[src/design/itr_pkg.sv]
// Shared constants and helpers for the integer-to-radix-digits block.
// No dependencies; imported by the top level, the back end and the checker.
`timescale 1ns / 1ps

package itr_pkg;

	localparam int VALUE_BITS_DEF = 64;
	localparam int OUT_DATA_W     = 8;

	localparam logic [5:0] RADIX_RESET     = 6'd10;
	localparam logic [5:0] RADIX_MIN       = 6'd2;
	localparam logic [5:0] RADIX_MAX       = 6'd36;
	localparam logic [5:0] DIGIT_DEC_LIMIT = 6'd10;

	localparam logic [6:0] CHAR_ZERO        = 7'h30;
	localparam logic [6:0] CHAR_NINE        = 7'h39;
	localparam logic [6:0] CHAR_UPPER_A     = 7'h41;
	localparam logic [6:0] CHAR_UPPER_Z     = 7'h5A;
	localparam logic [6:0] CHAR_MINUS       = 7'h2D;
	localparam logic [6:0] CHAR_LETTER_BASE = 7'h37;

	function automatic logic [5:0] clamp_radix(input logic [5:0] r);
		logic [5:0] res;
		if (r < RADIX_MIN) begin
			res = RADIX_MIN;
		end else if (r > RADIX_MAX) begin
			res = RADIX_MAX;
		end else begin
			res = r;
		end
		return res;
	endfunction

	function automatic logic [6:0] digit_char(input logic [5:0] d);
		logic [6:0] res;
		if (d < DIGIT_DEC_LIMIT) begin
			res = CHAR_ZERO + {1'b0, d};
		end else begin
			res = CHAR_LETTER_BASE + {1'b0, d};
		end
		return res;
	endfunction

endpackage

[src/design/itr_front.sv]
// Front end: accepts the input stream, takes sign and magnitude, clamps the
// most negative value. Registered stage feeding the item queue. Uses no package items.
`timescale 1ns / 1ps

module itr_front #(
	parameter int VALUE_BITS = 64
) (
	input  logic                                clk,
	input  logic                                arst_n,
	input  logic                                s_tvalid,
	output logic                                s_tready,
	input  logic [((VALUE_BITS+7)/8)*8-1:0]     s_tdata,   // [VALUE_BITS-1:0] value
	output logic                                q_valid,
	input  logic                                q_ready,
	output logic [VALUE_BITS-1:0]               q_data     // {negative, magnitude}
);

	localparam int MAG_BITS = VALUE_BITS - 1;

	logic [VALUE_BITS-1:0] raw;
	logic [VALUE_BITS-1:0] raw_neg;
	logic [MAG_BITS-1:0]   mag_c;
	logic                  valid_s1;
	logic [VALUE_BITS-1:0] entry_s1;

	assign raw     = s_tdata[VALUE_BITS-1:0];
	assign raw_neg = (~raw) + {{(VALUE_BITS-1){1'b0}}, 1'b1};

	always_comb begin
		if (!raw[VALUE_BITS-1]) begin
			mag_c = raw[MAG_BITS-1:0];
		end else if (raw_neg[VALUE_BITS-1]) begin
			// most negative value: clamp to the largest magnitude
			mag_c = '1;
		end else begin
			mag_c = raw_neg[MAG_BITS-1:0];
		end
	end

	assign s_tready = !valid_s1 || q_ready;
	assign q_valid  = valid_s1;
	assign q_data   = entry_s1;

	always_ff @(posedge clk or negedge arst_n) begin
		if (!arst_n) begin
			valid_s1 <= 1'b0;
		end else if (s_tready) begin
			valid_s1 <= s_tvalid;
		end
	end

	always_ff @(posedge clk) begin
		if (s_tready && s_tvalid) begin
			entry_s1 <= {raw[VALUE_BITS-1], mag_c};
		end
	end

endmodule

[src/design/itr_queue.sv]
// Two-entry queue between the front end and the conversion back end.
// Generic in width; no package dependencies.
`timescale 1ns / 1ps

module itr_queue #(
	parameter int WIDTH = 64
) (
	input  logic             clk,
	input  logic             arst_n,
	input  logic             wvalid,
	output logic             wready,
	input  logic [WIDTH-1:0] wdata,
	output logic             rvalid,
	input  logic             rready,
	output logic [WIDTH-1:0] rdata
);

	logic [WIDTH-1:0] mem_q [2];
	logic             wr_ptr_q;
	logic             rd_ptr_q;
	logic [1:0]       cnt_q;
	logic             push;
	logic             pop;

	assign wready = (cnt_q != 2'd2);
	assign rvalid = (cnt_q != 2'd0);
	assign rdata  = mem_q[rd_ptr_q];
	assign push   = wvalid && wready;
	assign pop    = rvalid && rready;

	always_ff @(posedge clk or negedge arst_n) begin
		if (!arst_n) begin
			wr_ptr_q <= 1'b0;
			rd_ptr_q <= 1'b0;
			cnt_q    <= 2'd0;
		end else begin
			if (push) begin
				wr_ptr_q <= !wr_ptr_q;
			end
			if (pop) begin
				rd_ptr_q <= !rd_ptr_q;
			end
			case ({push, pop})
				2'b10:   cnt_q <= cnt_q + 2'd1;
				2'b01:   cnt_q <= cnt_q - 2'd1;
				default: cnt_q <= cnt_q;
			endcase
		end
	end

	always_ff @(posedge clk) begin
		if (push) begin
			mem_q[wr_ptr_q] <= wdata;
		end
	end

endmodule

[src/design/itr_back.sv]
// Back end: systolic radix conversion over a row of digit lanes, then
// emission of the characters most significant first. Depends on itr_pkg.
`timescale 1ns / 1ps

module itr_back #(
	parameter int VALUE_BITS = 64
) (
	input  logic                  clk,
	input  logic                  arst_n,
	input  logic [5:0]            radix,
	input  logic                  q_valid,
	output logic                  q_ready,
	input  logic [VALUE_BITS-1:0] q_data,
	output logic                  m_tvalid,
	input  logic                  m_tready,
	output logic [7:0]            m_tdata,
	output logic                  m_tlast
);

	import itr_pkg::*;

	localparam int MAG_BITS = VALUE_BITS - 1;
	localparam int LANES    = MAG_BITS;
	localparam int CNT_W    = $clog2(MAG_BITS + 1);
	localparam int REM_W    = $clog2(LANES + 1);

	typedef enum logic [2:0] {
		ST_IDLE = 3'b001,
		ST_CONV = 3'b010,
		ST_EMIT = 3'b100
	} state_t;

	state_t              state_q;
	logic [MAG_BITS-1:0] mag_q;
	logic [CNT_W-1:0]    bit_cnt_q;
	logic [LANES-1:1]    en_q;
	logic [LANES-2:0]    carry_q;
	logic [5:0]          digit_q [LANES];
	logic                sign_pend_q;
	logic                lead_done_q;
	logic [REM_W-1:0]    rem_q;
	logic                ovalid_q;
	logic [6:0]          ochar_q;
	logic                olast_q;

	logic [5:0]       radix_eff;
	logic [LANES-1:0] lane_act;
	logic [LANES-1:0] c_in;
	logic [LANES-1:0] c_out;
	logic [5:0]       d_next [LANES];
	logic             conv_busy;
	logic [5:0]       top_digit;
	logic             out_free;
	logic             skip;
	logic             emit;
	logic             shift_up;

	assign radix_eff = clamp_radix(radix);

	// Each lane doubles its digit and adds the carry from the lane below,
	// in the cycle after that lane.
	always_comb begin
		logic [6:0] sum;
		for (int i = 0; i < LANES; i++) begin
			if (i == 0) begin
				lane_act[i] = (bit_cnt_q < CNT_W'(MAG_BITS));
				c_in[i]     = mag_q[MAG_BITS-1];
			end else begin
				lane_act[i] = en_q[i];
				c_in[i]     = carry_q[i-1];
			end
			sum = {digit_q[i], c_in[i]};
			if (sum >= {1'b0, radix_eff}) begin
				d_next[i] = 6'(sum - {1'b0, radix_eff});
				c_out[i]  = 1'b1;
			end else begin
				d_next[i] = sum[5:0];
				c_out[i]  = 1'b0;
			end
		end
	end

	assign conv_busy = lane_act[0] || (|en_q);
	assign top_digit = digit_q[LANES-1];
	assign out_free  = !ovalid_q || m_tready;
	// drop leading zero digits without output; a zero value keeps its last lane
	assign skip      = (state_q == ST_EMIT) && !sign_pend_q && !lead_done_q
		&& (top_digit == 6'd0) && (rem_q != REM_W'(1));
	assign emit      = (state_q == ST_EMIT) && !skip && out_free;
	assign shift_up  = skip || (emit && !sign_pend_q);

	assign q_ready  = (state_q == ST_IDLE);
	assign m_tvalid = ovalid_q;
	assign m_tdata  = {1'b0, ochar_q};
	assign m_tlast  = olast_q;

	always_ff @(posedge clk or negedge arst_n) begin
		if (!arst_n) begin
			state_q     <= ST_IDLE;
			bit_cnt_q   <= '0;
			en_q        <= '0;
			sign_pend_q <= 1'b0;
			lead_done_q <= 1'b0;
			rem_q       <= '0;
			ovalid_q    <= 1'b0;
		end else begin
			if (out_free) begin
				ovalid_q <= emit;
			end
			case (state_q)
				ST_IDLE: begin
					if (q_valid) begin
						state_q     <= ST_CONV;
						bit_cnt_q   <= '0;
						en_q        <= '0;
						sign_pend_q <= q_data[VALUE_BITS-1];
						lead_done_q <= 1'b0;
						rem_q       <= REM_W'(LANES);
					end
				end
				ST_CONV: begin
					if (lane_act[0]) begin
						bit_cnt_q <= bit_cnt_q + CNT_W'(1);
					end
					en_q <= {en_q[LANES-2:1], lane_act[0]};
					if (!conv_busy) begin
						state_q <= ST_EMIT;
					end
				end
				ST_EMIT: begin
					if (emit && sign_pend_q) begin
						sign_pend_q <= 1'b0;
					end else if (shift_up) begin
						// once a digit is out, inner zeros are real digits
						if (emit) begin
							lead_done_q <= 1'b1;
						end
						rem_q <= rem_q - REM_W'(1);
						if (rem_q == REM_W'(1)) begin
							state_q <= ST_IDLE;
						end
					end
				end
				default: begin
					state_q <= ST_IDLE;
				end
			endcase
		end
	end

	always_ff @(posedge clk) begin
		if (emit) begin
			ochar_q <= sign_pend_q ? CHAR_MINUS : digit_char(top_digit);
			olast_q <= !sign_pend_q && (rem_q == REM_W'(1));
		end
		if (state_q == ST_IDLE && q_valid) begin
			mag_q <= q_data[MAG_BITS-1:0];
			for (int i = 0; i < LANES; i++) begin
				digit_q[i] <= 6'd0;
			end
		end else if (state_q == ST_CONV) begin
			if (lane_act[0]) begin
				mag_q <= {mag_q[MAG_BITS-2:0], 1'b0};
			end
			for (int i = 0; i < LANES; i++) begin
				if (lane_act[i]) begin
					digit_q[i] <= d_next[i];
				end
			end
			for (int i = 0; i < LANES - 1; i++) begin
				if (lane_act[i]) begin
					carry_q[i] <= c_out[i];
				end
			end
		end else if (shift_up) begin
			// advance the digit row toward the top lane
			for (int i = LANES - 1; i > 0; i--) begin
				digit_q[i] <= digit_q[i-1];
			end
			digit_q[0] <= 6'd0;
		end
	end

endmodule

[src/design/integer_to_radix_digits.sv]
// Top level of the integer-to-radix-digits block: radix register, front end,
// queue and back end. Depends on itr_pkg, itr_front, itr_queue and itr_back.
//
//   channel  | direction | payload                       | transaction
//   s_*      | in        | tdata: value                  | s_tvalid && s_tready
//   m_*      | out       | tdata: character, tlast: last | m_tvalid && m_tready
//   cfg_*    | in        | cfg_wdata: radix              | cfg_we
//
// An item is loaded into the back end, passes the lane chain (each lane starts in the
// cycle after the lane below), then drops its leading zero lanes and emits its
// characters, a minus sign first for a negative value. The front end and queue
// take up to three further items meanwhile. Reset clears all control state and
// sets the radix to ten. A stalled output holds the back end; a full queue stalls
// s_tready.
`timescale 1ns / 1ps

module integer_to_radix_digits #(
	parameter int VALUE_BITS = itr_pkg::VALUE_BITS_DEF
) (
	input  logic                                        clk,
	input  logic                                        arst_n,
	input  logic                                        s_tvalid,
	output logic                                        s_tready,
	input  logic [((VALUE_BITS+7)/8)*8-1:0]             s_tdata,   // value
	output logic                                        m_tvalid,
	input  logic                                        m_tready,
	output logic [itr_pkg::OUT_DATA_W-1:0]              m_tdata,   // character
	output logic                                        m_tlast,
	input  logic                                        cfg_we,
	input  logic [5:0]                                  cfg_wdata
);

	import itr_pkg::*;

	logic [5:0]            radix_q;
	logic                  fq_valid;
	logic                  fq_ready;
	logic [VALUE_BITS-1:0] fq_data;
	logic                  qb_valid;
	logic                  qb_ready;
	logic [VALUE_BITS-1:0] qb_data;

	always_ff @(posedge clk or negedge arst_n) begin
		if (!arst_n) begin
			radix_q <= RADIX_RESET;
		end else if (cfg_we) begin
			radix_q <= cfg_wdata;
		end
	end

	itr_front #(
		.VALUE_BITS (VALUE_BITS)
	) u_front (
		.clk      (clk),
		.arst_n   (arst_n),
		.s_tvalid (s_tvalid),
		.s_tready (s_tready),
		.s_tdata  (s_tdata),
		.q_valid  (fq_valid),
		.q_ready  (fq_ready),
		.q_data   (fq_data)
	);

	itr_queue #(
		.WIDTH (VALUE_BITS)
	) u_queue (
		.clk    (clk),
		.arst_n (arst_n),
		.wvalid (fq_valid),
		.wready (fq_ready),
		.wdata  (fq_data),
		.rvalid (qb_valid),
		.rready (qb_ready),
		.rdata  (qb_data)
	);

	itr_back #(
		.VALUE_BITS (VALUE_BITS)
	) u_back (
		.clk      (clk),
		.arst_n   (arst_n),
		.radix    (radix_q),
		.q_valid  (qb_valid),
		.q_ready  (qb_ready),
		.q_data   (qb_data),
		.m_tvalid (m_tvalid),
		.m_tready (m_tready),
		.m_tdata  (m_tdata),
		.m_tlast  (m_tlast)
	);

endmodule

[config.mk]
export PLATFORM = sky130hd
export DESIGN_NAME = integer_to_radix_digits
export DESIGN_NICKNAME = d
export VERILOG_FILES = /design/src/design/itr_pkg.sv /design/src/design/itr_front.sv /design/src/design/itr_queue.sv /design/src/design/itr_back.sv /design/src/design/integer_to_radix_digits.sv
export SDC_FILE = /design/constraint.sdc
export NUM_CORES = 2
export LEC_CHECK = 0
export BUFFER_PORTS_ARGS = -buffer_cell sky130_fd_sc_hd__buf_2
export CAP_MARGIN = 10
export CORE_ASPECT_RATIO = 0.8
export CORE_MARGIN = 4
export CORE_UTILIZATION = 60
export CTS_CLUSTER_SIZE = 25
export DETAILED_ROUTE_END_ITERATION = 10
export PLACE_DENSITY = 0.77
export SLEW_MARGIN = 20
export SYNTH_ARGS = -nofsm -noshare
export SYNTH_HDL_FRONTEND = slang
export SYNTH_HIERARCHICAL = 1
export SYNTH_SLANG_ARGS = --single-unit
[constraint.sdc]
create_clock -name clk -period 12.7 [get_ports clk]
set_clock_uncertainty 0.1 [all_clocks]
set_input_delay 1.905 -clock clk [delete_from_list [all_inputs] [get_ports clk]]
set_output_delay 1.905 -clock clk [all_outputs]
set_load 0.03 [all_outputs]
# After elaboration in Yosys (flattened, before gate mapping)
# Memories as Yosys holds them, arrays and structs flattened.
# Cells that the tools add are included.
# totals
regBits,288
ram_bits,506
out_inout_bits,11
word_cells,1004
n_memories,2
# op_classes
addsub,70
n_lt_le_gt_ge,67
n_eq_ne,16
n_mux,543
bitwise,128
n_reduce_logical,100
# memory_table
memory,depth,width,rd,rd_clocked_by_memory_dff,write_ports,line_no,rtl
u_back.digit_q,63,6,63,0,63,itr_back.sv:38,logic [5:0] digit_q [LANES];
u_queue.mem_q,2,64,1,0,1,itr_queue.sv:18,logic [WIDTH-1:0] mem_q [2];
# op_table
cell,n
6-bit two-way mux,196
7-bit by 6-bit >= comparator with 1-bit output,63
6-bit subtractor,63
1-bit two-way mux,328
63-bit two-way mux,5
3-bit AND reduction,64
1-bit OR,126
62-bit one-hot mux with 2 select lines,1
"64-bit by 1-bit adder with 64-bit output, second input constant",1
64-bit NOT,1
62-bit two-way mux,1
62-bit OR reduction,1
6-bit one-hot mux with 2 select lines,2
3-bit two-way mux,5
"6-bit by 6-bit adder with 7-bit output, first input constant",2
1-bit logical AND,12
2-bit nonzero test,6
"2-bit inequality test, second input constant",5
5-bit AND reduction,2
3-bit one-hot mux with 3 select lines,1
"2-bit by 1-bit inequality test with 1-bit output, second input constant",4
1-bit logical NOT,7
7-bit two-way mux,1
"6-bit by 1-bit adder with 6-bit output, second input constant",1
21 further kinds,26

# Logic depth before layout (Yosys ltp)
# depth
depth_word,15
depth_mapped,11
depth_no_buf,11

# Hierarchy
# The synthesis kept the hierarchy.
# by_module_without_submodules
module,instances,cells_each,area_per_inst_um2,seq_area_each_um2
itr_back,1,4594,42243.0,15606.2
itr_queue,1,216,5019.8,3943.8
itr_front,1,356,3718.6,1946.9
integer_to_radix_digits,1,13,254.0,152.6

# Worst setup path before layout
# OpenSTA, ideal clock, no wires.
# synth_timing
path_kind,reg-to-reg
startpoint,register radix_q[4]
endpoint,memory u_back.digit_q[31][0] (netlist: u_back/digit_q[0][186]) (data pin)
setup_ns,0.256
arrival_ns,6.645
required_ns,12.344
path_slack_ns,5.699
path_stages_with_launch,12
path_buffers,1
period_less_slack_ns,7.001
cell_sequence,dfrtp_1 > nor3_1 > a21o_1 > inv_1 > ha_1 > nor2b_1 > o31a_1 > o31ai_1 > o211a_1 > clkbuf_1 > mux2i_1 > a22o_1
# synth_lines
item,line_no,rtl
"start, declared",integer_to_radix_digits.sv:35,logic [5:0] radix_q;
"start signal, assigned",integer_to_radix_digits.sv:47,radix_q <= cfg_wdata;
"end, declared",itr_back.sv:38,

==> metrics.txt <==
status=finished, final reports clean; Cell Pwr Density=218.0 nW/um2; top cells by count, synth=759 x nand2_1, 529 x edfxtp_1, 396 x o21ai_0; TritonRoute pass-1 iters=6; Crit Path Max Fanout=42; WP depth=12; most frequent cell after synthesis=nand2_1; area leader, netlist=edfxtp_1; syn nets=5704; insertion delay to the later sink of the worst-skew pair=660 ps; minimum clock period=4932 ps; CP bufs+invs=3; Top Usage Layer GRT=met2; area grow syn2layout=7.719%; Cell Rows=95; DP HPWL=81940 um; number of global-route vias before repair=38764; Hold Buf Count CTS=0; Static Leakage=23.02 nW; GP Congestion=0.8864; Yosys reg bits=794; setup TNS=0 ps; crit-path most repeated cell=buf_4; max-slew violations=0; Global Route Usage Sum=27.02%; FFs w/ async S/R, synth=11.46%; r2r setup slk=7770 ps; post-CTS sizing=0; Die W=334.7 um; Req. time, crit path=13000 ps; share of cells above drive strength 1=7.359%; Die Ht=269.4 um; maximum number of pins on one net before global-route repair=190; R2R depth=12; Most used DFF post-synth=edfxtp_1; Post-DRT Antenna Nets=0; Vias per Instance=6.259; # port buffers=84; fmax=202.8 MHz; Hold Path Cell Cnt=0; nets@finish=5716; vias post-DR=39915; die area=90160 um2; first-pass GRT wire length=202700 um; Post-Syn Area per Cell=9.893 um2; # setup viols final=0; Worst path top cell family by delay=buffers and inverters; CTS Buffer Depth=3; Post-Synthesis Cell Area=51240 um2; antenna violations before repair=4; Crit. End Element=flop; H-tree lvl count=3; total setup buffers inserted after CTS=0; CP Launch Type=flop; register area share after synthesis=42.26%; DRT iter0 DRCs=3429; met2 Use GR=42.42%; mean routed wirelength per cell=19.60 um; synth warn=6; unique cell type count in the Yosys netlist=90; Crit-path slowest cell=buf_4; GRT met3 Usage=3.547%; DRC=0; post-place setup slack=7455 ps; Clock Sinks=794; worst hold path type=reg -> reg; Slew HR=23.62%; CP Cell Sequence=inv_4 > nor2_1 > nor2_4 > buf_4 > buf_4 > ha_1 > o21a_1 > o31a_1 > o31ai_1 > nor2b_1 > mux2i_1 > a22o_1; Worst-path clk slew=60 ps; delay of the slowest cell on the worst path=820 ps; peak supply drop=0.1333 mV; Num CTS Buffers=82; Tightest Pin Transition=1146 ps; met1 GRT Util=39.68%; CTS tree=done; Setup WS post-layout=7768 ps; EDFF count, synth=529; WS Path Type=reg -> reg; final worst path period share=38.83%; Total Routed Length=125000 um; RSZ-0062 raised after global routing=no; Overflow after GRT=0; CP Data Arrival Time=5240 ps; Final Hold Fails=0; Max-cap violations=0; WHS=339.1 ps; synth top area cells=edfxtp_1 31%, ha_1 9.5%, dfxtp_1 6.8%; CORE AREA=84270 um2; post-synth top area share=31.00%; starting density of the core=60.80%; CTS Root Cell=clkbuf_16; Syn Inst Count=5179; num ports=86
-- cell families (layout without fill, tap and decap cells) --
logic type | Yosys count | after routing | synth area share, %
AOI/OAI and AO/OA | 1361 | 1361 | 17.48
muxes | 356 | 356 | 7.587
DFF | 794 | 794 | 42.26
and+or+nand+nor | 1505 | 1505 | 13.21
adders and majority gates | 450 | 450 | 11.91
buffers and inverters | 509 | 589 | 4.081
other | 1 | 4 | 0.007319
xor gates and xnor gates | 203 | 203 | 3.470
-- registers in the layout, indices dropped and copies added (netlist names) --
name,cells
radix_q,6
u_back/lead_done_q,1
u_back/rem_q,6
u_front/q_valid,1
u_back/ochar_q,7
u_back/sign_pend_q,1
u_queue/cnt_q,2
u_back/mag_q,63
u_back/m_tlast,1
u_back/carry_q,62
u_queue/mem_q,128
u_front/q_data,64
u_back/bit_cnt_q,6
u_back/m_tvalid,1
u_queue/wr_ptr_q,1
u_queue/rd_ptr_q,1
u_back/state_q,3
u_back/en_q,62
u_back/digit_q,378
-- layout by cell type, fill, tap and decap left out, types with 63 or more instances in the layout --
cell type,netlist,layout
a21oi_1,306,306
o31a_1,74,74
a21o_1,69,68
dfxtp_1,174,174
o21a_1,123,123
fa_1,63,63
a22o_1,79,79
nor2_1,281,278
xnor2_1,131,131
nand2_1,759,756
edfxtp_1,529,529
nor3_1,74,74
ha_1,387,387
o31ai_1,64,64
dfrtp_1,88,87
mux2i_1,265,265
inv_1,319,316
o21ai_0,396,396
xor2_1,72,72
nand4_1,88,88
clkbuf_16,0,84
buf_2,45,83
nor2b_1,110,110
-- worst paths after layout --
kind,start,end
setup / recovery,radix_q[5]$_DFFE_PN0P_,u_back/digit_q[0][109]$_SDFFCE_PN0P_
hold / removal,u_front/q_data[46]$_DFFE_PP_,u_queue/mem_q[0][46]$_DFFE_PP_
setup reg to reg,radix_q[5]$_DFFE_PN0P_,u_back/digit_q[0][109]$_SDFFCE_PN0P_
hold reg to reg,u_front/q_data[46]$_DFFE_PP_,u_queue/mem_q[0][46]$_DFFE_PP_
max in group asynchronous,arst_n,u_queue/rd_ptr_q$_DFFE_PN0P_
min in group asynchronous,arst_n,u_back/en_q[18]$_DFFE_PN0P_
-- power by group --
group | total, mW | switching [mW] | internal, mW
registers | 4.35 | 0.548 | 3.80
logic | 5.29 | 2.79 | 2.50
clock network | 2.39 | 1.06 | 1.33
total | 12.0 | 4.41 | 7.63
-- final cells by class --
class	instances	area [um2]
multi-input combinational	3876	27590
clock buffer	121	2365
tap	1115	1395
antenna	3	7.507
sequential	794	21650
clock inverter	31	306.5
timing repair buffer	113	653.1
fill	6591	29080
inverter	324	1221
-- per-layer routing --
metal,up-vias,routed length (um)
met5,-,0
met4,0,3027
met3,221,8921
met2,1491,55880
met1,19166,57130
li1,19037,-
-- metrics by stage --
stage          util [%]  area (um2)  total power, mW  cells
5_1_grt           65.49       55190            12.88   6377
3_5_place_dp      62.30       52510            9.555   6222
2_1_floorplan         -       51240            8.433   5179
6_report          65.49       55190            12.03   6377
4_1_cts           65.47       55180            11.99   6374
3_3_place_gp      62.30       52510            9.366   6222
No activity file was read; power rests on OpenSTA's default activity.
